[config.mk]
export PLATFORM = sky130hd
export DESIGN_NAME = aopt_ctrl
export DESIGN_NICKNAME = d
export VERILOG_FILES = /design/src/rtl/aopt_pkg.sv /design/src/rtl/aopt_ctrl.sv
export SDC_FILE = /design/constraint.sdc
export NUM_CORES = 1
export LEC_CHECK = 0
export BUFFER_PORTS_ARGS = -buffer_cell sky130_fd_sc_hd__buf_2
export CORE_ASPECT_RATIO = 0.7
export CORE_MARGIN = 2
export CORE_UTILIZATION = 36
export DETAILED_ROUTE_END_ITERATION = 6
export PLACE_DENSITY = 0.62
export SYNTH_ARGS = -nofsm -noshare
export SYNTH_HDL_FRONTEND = slang
export SYNTH_SLANG_ARGS = --single-unit
[constraint.sdc]
create_clock -name clk_i -period 2 [get_ports clk_i]
set_clock_uncertainty 0.1 [all_clocks]
set_input_delay 0.1 -clock clk_i [delete_from_list [all_inputs] [get_ports clk_i]]
set_output_delay 0.1 -clock clk_i [all_outputs]
set_load 0.03 [all_outputs]
[src/rtl/aopt_pkg.sv]
// Shared types and constants for the arc odometry pose tracker.
// Holds the datapath operation codes, the multiplier operand selects, the
// controller-to-datapath structs and the fixed-point constants. No dependencies.
`timescale 1ns / 1ps
`default_nettype none

package aopt_pkg;

  // datapath operations, one per cycle
  typedef enum logic [4:0] {
    OP_NOP,
    OP_LOAD,
    OP_MUL_LO,
    OP_MUL_HI,
    OP_HEAD,
    OP_DIV_WHEEL,
    OP_DIV_STEP,
    OP_END_DF,
    OP_END_DS,
    OP_ROT1_INIT,
    OP_DIV_MOD,
    OP_END_MOD,
    OP_RED1,
    OP_RED2,
    OP_CORDIC,
    OP_T1,
    OP_T2,
    OP_FIX,
    OP_XG,
    OP_YG,
    OP_DIV_C,
    OP_END_C,
    OP_LX1,
    OP_LX2,
    OP_LY,
    OP_STRAIGHT,
    OP_ROT2_INIT,
    OP_COMMIT,
    OP_WHEEL_Q,
    OP_WHEEL_R
  } op_e;

  // multiplier operand pairs
  typedef enum logic [3:0] {
    MS_HEAD,
    MS_FWD,
    MS_SIDE,
    MS_DSC,
    MS_DFC,
    MS_OFF,
    MS_YZ,
    MS_XZ,
    MS_XG,
    MS_YG,
    MS_WREC
  } msel_e;

  typedef struct packed {
    op_e         op;
    msel_e       msel;
    logic [4:0]  idx;
  } dp_cmd_t;

  typedef struct packed {
    logic dt_zero;
  } dp_stat_t;

  // configuration register indexes
  localparam int unsigned CfgIdxW = 3;
  localparam logic [CfgIdxW-1:0] CFG_CIRC       = 3'd0;
  localparam logic [CfgIdxW-1:0] CFG_OFFSET     = 3'd1;
  localparam logic [CfgIdxW-1:0] CFG_START_X    = 3'd2;
  localparam logic [CfgIdxW-1:0] CFG_START_Y    = 3'd3;
  localparam logic [CfgIdxW-1:0] CFG_START_HEAD = 3'd4;

  localparam logic [23:0] CIRC_RESET = 24'd566231;

  // fixed-point constants, angles in q30 radians
  localparam logic signed [34:0] PI_Q30      = 35'sd3373259426;
  localparam logic signed [34:0] TWO_PI_Q30  = 35'sd6746518852;
  localparam logic signed [34:0] HALF_PI_Q30 = 35'sd1686629713;
  localparam logic signed [33:0] GAIN_Q30    = 34'sd652032874;
  localparam logic signed [33:0] HEAD_K20    = 34'sd599690565;
  localparam logic [63:0]        WHEEL_HALF  = 64'd180;
  localparam logic [63:0]        HEAD_ROUND  = 64'd524288;

  // reciprocals of 360: floor(2^41 / 360) for the coarse quotient,
  // ceil(2^33 / 360) exact on the small residue
  localparam logic signed [33:0] WHEEL_REC   = 34'sd6108397932;
  localparam logic [24:0]        WHEEL_REC2  = 25'd23860930;

  // arctangent table in q30
  localparam logic [31:0] ATAN_Q30 [32] = '{
    32'h3243F6A8, 32'h1DAC6705, 32'h0FADBAFC, 32'h07F56EA6, 32'h03FEAB76, 32'h01FFD55B,
    32'h00FFFAAA, 32'h007FFF55, 32'h003FFFEA, 32'h001FFFFD, 32'h000FFFFF, 32'h0007FFFF,
    32'h0003FFFF, 32'h0001FFFF, 32'h0000FFFF, 32'h00007FFF, 32'h00003FFF, 32'h00001FFF,
    32'h00000FFF, 32'h000007FF, 32'h000003FF, 32'h000001FF, 32'h000000FF, 32'h0000007F,
    32'h0000003F, 32'h0000001F, 32'h0000000F, 32'h00000008, 32'h00000004, 32'h00000002,
    32'h00000001, 32'h00000000
  };

endpackage

`default_nettype wire

[src/rtl/aopt_ctrl.sv]
// Sequencer of the pose tracker: steps the datapath through heading, wheel
// deltas, arc factor and pose rotation, and owns the word handshakes.
// Depends on aopt_pkg.
`timescale 1ns / 1ps
`default_nettype none

module aopt_ctrl #(
  parameter int unsigned CORDIC_ITERATIONS = 24
) (
  input  logic                clk_i,
  input  logic                rst_ni,
  input  logic                in_valid_i,
  output logic                in_stall_o,
  output logic                out_valid_o,
  input  logic                out_stall_i,
  output aopt_pkg::dp_cmd_t   cmd_o,
  input  aopt_pkg::dp_stat_t  stat_i
);
  import aopt_pkg::*;

  localparam logic [5:0] ST_IDLE     = 6'd0;
  localparam logic [5:0] ST_MUL_LO   = 6'd1;
  localparam logic [5:0] ST_MUL_HI   = 6'd2;
  localparam logic [5:0] ST_DIV      = 6'd3;
  localparam logic [5:0] ST_HEAD     = 6'd4;
  localparam logic [5:0] ST_FWD_DIV  = 6'd5;
  localparam logic [5:0] ST_FWD_END  = 6'd6;
  localparam logic [5:0] ST_SIDE_DIV = 6'd7;
  localparam logic [5:0] ST_SIDE_END = 6'd8;
  localparam logic [5:0] ST_ROT1     = 6'd9;
  localparam logic [5:0] ST_MOD_DIV  = 6'd10;
  localparam logic [5:0] ST_MOD_END  = 6'd11;
  localparam logic [5:0] ST_RED1     = 6'd12;
  localparam logic [5:0] ST_RED2     = 6'd13;
  localparam logic [5:0] ST_CORD     = 6'd14;
  localparam logic [5:0] ST_T1       = 6'd15;
  localparam logic [5:0] ST_T2       = 6'd16;
  localparam logic [5:0] ST_FIX      = 6'd17;
  localparam logic [5:0] ST_XG       = 6'd18;
  localparam logic [5:0] ST_YG       = 6'd19;
  localparam logic [5:0] ST_C_DIV    = 6'd20;
  localparam logic [5:0] ST_C_END    = 6'd21;
  localparam logic [5:0] ST_LX1      = 6'd22;
  localparam logic [5:0] ST_LX2      = 6'd23;
  localparam logic [5:0] ST_LY       = 6'd24;
  localparam logic [5:0] ST_STRAIGHT = 6'd25;
  localparam logic [5:0] ST_ROT2     = 6'd26;
  localparam logic [5:0] ST_COMMIT   = 6'd27;
  localparam logic [5:0] ST_FWD_Q    = 6'd28;
  localparam logic [5:0] ST_SIDE_Q   = 6'd29;
  localparam logic [5:0] ST_WHEEL_R  = 6'd30;

  localparam logic [5:0] DivLast  = 6'd63;
  localparam logic [5:0] ModFirst = 6'd58;
  localparam logic [5:0] CordLast = 6'(CORDIC_ITERATIONS - 1);

  logic [5:0] state_q, state_d, ret_q, ret_d, cnt_q, cnt_d;
  msel_e      msel_q, msel_d;
  logic       pass_q, pass_d, out_valid_q, out_valid_d;
  op_e        op;

  // sequencing
  always_comb begin
    state_d     = state_q;
    ret_d       = ret_q;
    cnt_d       = cnt_q;
    msel_d      = msel_q;
    pass_d      = pass_q;
    out_valid_d = out_valid_q && out_stall_i;
    op          = OP_NOP;
    case (state_q)
      ST_IDLE: begin
        if (in_valid_i) begin
          op      = OP_LOAD;
          msel_d  = MS_HEAD;
          ret_d   = ST_HEAD;
          state_d = ST_MUL_LO;
        end
      end
      ST_MUL_LO: begin
        op      = OP_MUL_LO;
        state_d = ST_MUL_HI;
      end
      ST_MUL_HI: begin
        op      = OP_MUL_HI;
        state_d = ret_q;
      end
      ST_DIV: begin
        op = OP_DIV_STEP;
        if (cnt_q == DivLast) begin
          cnt_d   = '0;
          state_d = ret_q;
        end else begin
          cnt_d = cnt_q + 6'd1;
        end
      end
      ST_HEAD: begin
        op      = OP_HEAD;
        msel_d  = MS_FWD;
        ret_d   = ST_FWD_DIV;
        state_d = ST_MUL_LO;
      end
      ST_FWD_DIV: begin
        op      = OP_DIV_WHEEL;
        msel_d  = MS_WREC;
        ret_d   = ST_FWD_Q;
        state_d = ST_MUL_LO;
      end
      ST_FWD_Q: begin
        op      = OP_WHEEL_Q;
        ret_d   = ST_FWD_END;
        state_d = ST_WHEEL_R;
      end
      ST_WHEEL_R: begin
        op      = OP_WHEEL_R;
        state_d = ret_q;
      end
      ST_FWD_END: begin
        op      = OP_END_DF;
        msel_d  = MS_SIDE;
        ret_d   = ST_SIDE_DIV;
        state_d = ST_MUL_LO;
      end
      ST_SIDE_DIV: begin
        op      = OP_DIV_WHEEL;
        msel_d  = MS_WREC;
        ret_d   = ST_SIDE_Q;
        state_d = ST_MUL_LO;
      end
      ST_SIDE_Q: begin
        op      = OP_WHEEL_Q;
        ret_d   = ST_SIDE_END;
        state_d = ST_WHEEL_R;
      end
      ST_SIDE_END: begin
        op      = OP_END_DS;
        state_d = stat_i.dt_zero ? ST_STRAIGHT : ST_ROT1;
      end
      ST_ROT1: begin
        op      = OP_ROT1_INIT;
        pass_d  = 1'b0;
        state_d = ST_MOD_DIV;
      end
      ST_MOD_DIV: begin
        op      = OP_DIV_MOD;
        cnt_d   = ModFirst;
        ret_d   = ST_MOD_END;
        state_d = ST_DIV;
      end
      ST_MOD_END: begin
        op      = OP_END_MOD;
        state_d = ST_RED1;
      end
      ST_RED1: begin
        op      = OP_RED1;
        state_d = ST_RED2;
      end
      ST_RED2: begin
        op      = OP_RED2;
        cnt_d   = '0;
        state_d = ST_CORD;
      end
      ST_CORD: begin
        op = OP_CORDIC;
        if (cnt_q == CordLast) begin
          cnt_d   = '0;
          msel_d  = MS_YZ;
          ret_d   = ST_T1;
          state_d = ST_MUL_LO;
        end else begin
          cnt_d = cnt_q + 6'd1;
        end
      end
      ST_T1: begin
        op      = OP_T1;
        msel_d  = MS_XZ;
        ret_d   = ST_T2;
        state_d = ST_MUL_LO;
      end
      ST_T2: begin
        op      = OP_T2;
        state_d = ST_FIX;
      end
      ST_FIX: begin
        op      = OP_FIX;
        msel_d  = MS_XG;
        ret_d   = ST_XG;
        state_d = ST_MUL_LO;
      end
      ST_XG: begin
        op      = OP_XG;
        msel_d  = MS_YG;
        ret_d   = ST_YG;
        state_d = ST_MUL_LO;
      end
      ST_YG: begin
        op      = OP_YG;
        state_d = pass_q ? ST_COMMIT : ST_C_DIV;
      end
      ST_C_DIV: begin
        op      = OP_DIV_C;
        ret_d   = ST_C_END;
        state_d = ST_DIV;
      end
      ST_C_END: begin
        op      = OP_END_C;
        msel_d  = MS_DSC;
        ret_d   = ST_LX1;
        state_d = ST_MUL_LO;
      end
      ST_LX1: begin
        op      = OP_LX1;
        msel_d  = MS_OFF;
        ret_d   = ST_LX2;
        state_d = ST_MUL_LO;
      end
      ST_LX2: begin
        op      = OP_LX2;
        msel_d  = MS_DFC;
        ret_d   = ST_LY;
        state_d = ST_MUL_LO;
      end
      ST_LY: begin
        op      = OP_LY;
        state_d = ST_ROT2;
      end
      ST_STRAIGHT: begin
        op      = OP_STRAIGHT;
        state_d = ST_ROT2;
      end
      ST_ROT2: begin
        op      = OP_ROT2_INIT;
        pass_d  = 1'b1;
        state_d = ST_MOD_DIV;
      end
      ST_COMMIT: begin
        // wait until the previous pose word has left
        if (!out_valid_q || !out_stall_i) begin
          op          = OP_COMMIT;
          out_valid_d = 1'b1;
          state_d     = ST_IDLE;
        end
      end
      default: state_d = ST_IDLE;
    endcase
  end

  always_ff @(posedge clk_i or negedge rst_ni) begin
    if (!rst_ni) begin
      state_q     <= ST_IDLE;
      ret_q       <= ST_IDLE;
      cnt_q       <= '0;
      msel_q      <= MS_HEAD;
      pass_q      <= 1'b0;
      out_valid_q <= 1'b0;
    end else begin
      state_q     <= state_d;
      ret_q       <= ret_d;
      cnt_q       <= cnt_d;
      msel_q      <= msel_d;
      pass_q      <= pass_d;
      out_valid_q <= out_valid_d;
    end
  end

  assign cmd_o.op   = op;
  assign cmd_o.msel = msel_q;
  assign cmd_o.idx  = cnt_q[4:0];
  assign in_stall_o  = (state_q != ST_IDLE);
  assign out_valid_o = out_valid_q;

endmodule

`default_nettype wire

==> out/qor.txt <==
synth unique cells - 62
P&R area growth vs syn - 34.7%
Internal Power - 2.40 mW
sw frac - 50.3%
max-cap violation count - 0
Critical Path End - ret_q[0]
die height - 65.2 microns
CTS tree - built
R2R depth - 5
Worst slew margin - 62.5%
total core area - 5200 sq um
Hold WS - 0.0285 ns
GRT Residual Overflow - 0
Crit Path Category - register to register
total wire length - 6420 microns
Root Buffer - clkbuf_8
max-slew violations - 0
post-synthesis register bit count - 22
synth top area cells - dfrtp_1, a21oi_1, o21ai_0
I/O pins - 21
crit path from - state_q[3]
First DRT Iteration DRCs - 290
Setup crit end kind - register
ys flop type - dfrtp_1
H-tree levels - 1
Synth Warn # - 0
post-layout power - 4.84 mW
post-synthesis sequential area ratio - 28.6%
Clock transition at path regs - 0.09 ns
DRT Pass-1 Iters - 5
ANT cells - 0
Least-Margin Pin Slew - 0.562 ns
critical path arrival - 2.05 ns
final clock period utilization by the worst path - 99.4%
crit-path max FO - 7
RePlAce Congestion - 0.933
Post-synth top cells - nand2_1, dfrtp_1, a21oi_1
clock share of power - 7.0%
Initial Util - 37.0%
DRC Markers - 0
die width - 91.4 microns
Net Switching - 2.43 mW
Post-synth EDFFs - 0
layout cells sized above 1 - 38.5%
Via density - 5.93
Final #Nets - 295
VDD IR max - 0.857 mV
Tot GR Track Use - 20.5%
clock sinks - 22
vias in the first global route - 1,797
antenna-violating nets left - 0
Finished Core Util - 49.8%
synthesized instance count - 239
# rows - 22
Clk Latency, worst-skew pair - 0.27 ns
wire per inst - 17.8 microns
first-pass GRT wire length - 9600 microns
Worst Hold Class - input pin to register
startpoint types - register
CTS Buf Count - 3
area share of the largest cell type after synthesis - 28.6%
status - complete, no violations
ys async rst share - 100%
largest net degree at the start of global routing - 27
RR Endpoint - ret_q[0]
Synth Net Count - 245
sequential share of power - 18.5%
Vias - 2,136
Final min period - 1.99 ns
Syn Area/Cell - 8.05 sq um
WP data required - 2.07 ns
Final Setup Violations - 0
DP Wirelength - 4310 microns
FF-to-FF setup slack - 0.01 ns
reg-to-reg startpoint - state_q[3]
count leader, synth - nand2_1
Yosys top cell by area - dfrtp_1
RSZ-0062 raised after global routing - true
Final Hold Vio Count - 0
cell area after synthesis - 1920 sq um
Pwr per Cell Area - 1870 nW/um^2
initial antenna violation count - 0
Gate power share - 74.4%
Peak Freq - 0.503 GHz
Port Buffers - 20
Pleak - 1.07 nW
total die area - 5960 sq um
Max clock buf depth - 2
worst max-delay path, cell delays in order, from the launching register on:
cell and delay [ns]:
dfrtp_2 0.49, buf_4 0.18, o21ai_2 0.21, a31oi_4 0.14, a311oi_4 0.42, mux2_4 0.34
cells in the final DEF, fill, tap and decap left out, types with 5 or more instances in the layout:
cell type,n
a21oi_1,18
a31oi_1,5
buf_2,18
buf_4,38
buf_6,8
dfrtp_1,17
dfrtp_2,5
inv_1,5
nand2_1,24
nand2b_1,6
nand3_1,5
nor2_1,17
o21ai_0,18
layout make-up:
cell class                      count  area [sq um]
Inverter                            7          28.8
Sequential cell                    22           557
Timing Repair Buffer               69           556
Fill cell                         493          2610
Tap cell                           72          90.1
Multi-Input combinational cell    186          1310
Clock buffer                        4          55.1
how the worst min path moves through the flow:
stage | from | endpoint | slack [ns] | depth (start not counted)
5_1_grt | out_stall_i | out_valid_o | 0.03 | 3
3_5_place_dp | rst_ni | ret_q[0] | 0.01 | 1
3_3_place_gp | rst_ni | cnt_q[2] | 0.006 | 1
2_1_floorplan | rst_ni | cnt_q[0] | -0.30 | 0
4_1_cts | out_stall_i | out_valid_o | 0.01 | 3
6_report | out_stall_i | out_valid_o | 0.03 | 3
registers in the layout, summed over array words and instances, names as in the netlist:
register / count
cnt_q: 6
out_valid_o: 1
ret_q: 5
state_q: 5
pass_q: 1
msel_q: 4
power by group through the flow:
stage	Combinational, mW	Clock (mW)	Sequential [mW]
final	3.60	0.341	0.897
after detailed placement	3.04	0	0.868
after CTS	3.11	0.348	0.878
after global placement	3.03	0	0.870
after global routing	3.85	0.367	0.926
after floorplan	2.23	0	0.851
repair_timing:
| item | in CTS | in global routing |
|---|---|---|
| buffers inserted | 2 | 16 |
| pin swaps | 2 | 14 |
| endpoints found under the hold margin | 22 | 0 |
| setup endpoints to repair | 5 | 15 |
| gates resized for setup | 7 | 29 |
| hold buffers | 1 | 0 |
| gates cloned | 0 | 1 |
per-layer routing:
layer | track usage [%] | part of all wire [%] | up-vias | routed length (microns)
li1 | - | - | 991 | -
met1 | 32.0 | 48 | 1021 | 3070
met2 | 28.8 | 43 | 116 | 2740
met3 | 4.93 | 8.5 | 8 | 548
met4 | 3.41 | 0.95 | 0 | 61
met5 | 0 | 0 | - | 0
stage by stage:
stage | cells | area, sq um | setup TNS (ns) | setup slack [ns]
after CTS | 343 | 2330 | 0 | 0.00298
after global placement | 336 | 2230 | 0 | 0.0224
after global routing | 360 | 2590 | -0.261 | -0.0879
after detailed placement | 336 | 2230 | -0.0150 | -0.00747
after floorplan | 239 | 1960 | 0 | 0.00343
final | 360 | 2590 | 0 | 0.0119
cell families after synthesis:
family                     after synthesis  synth area share (%)
DFF                                     22                  28.6
adders and majority gates                1                 0.650
muxes                                    4                  2.86
xor gates and xnor gates                 2                 0.910
and+or+nand+nor                         85                  23.7
buffers and inverters                   31                  8.32
AOI/OAI and AO/OA                       94                  35.0
No activity file was read; power rests on OpenSTA's default activity.
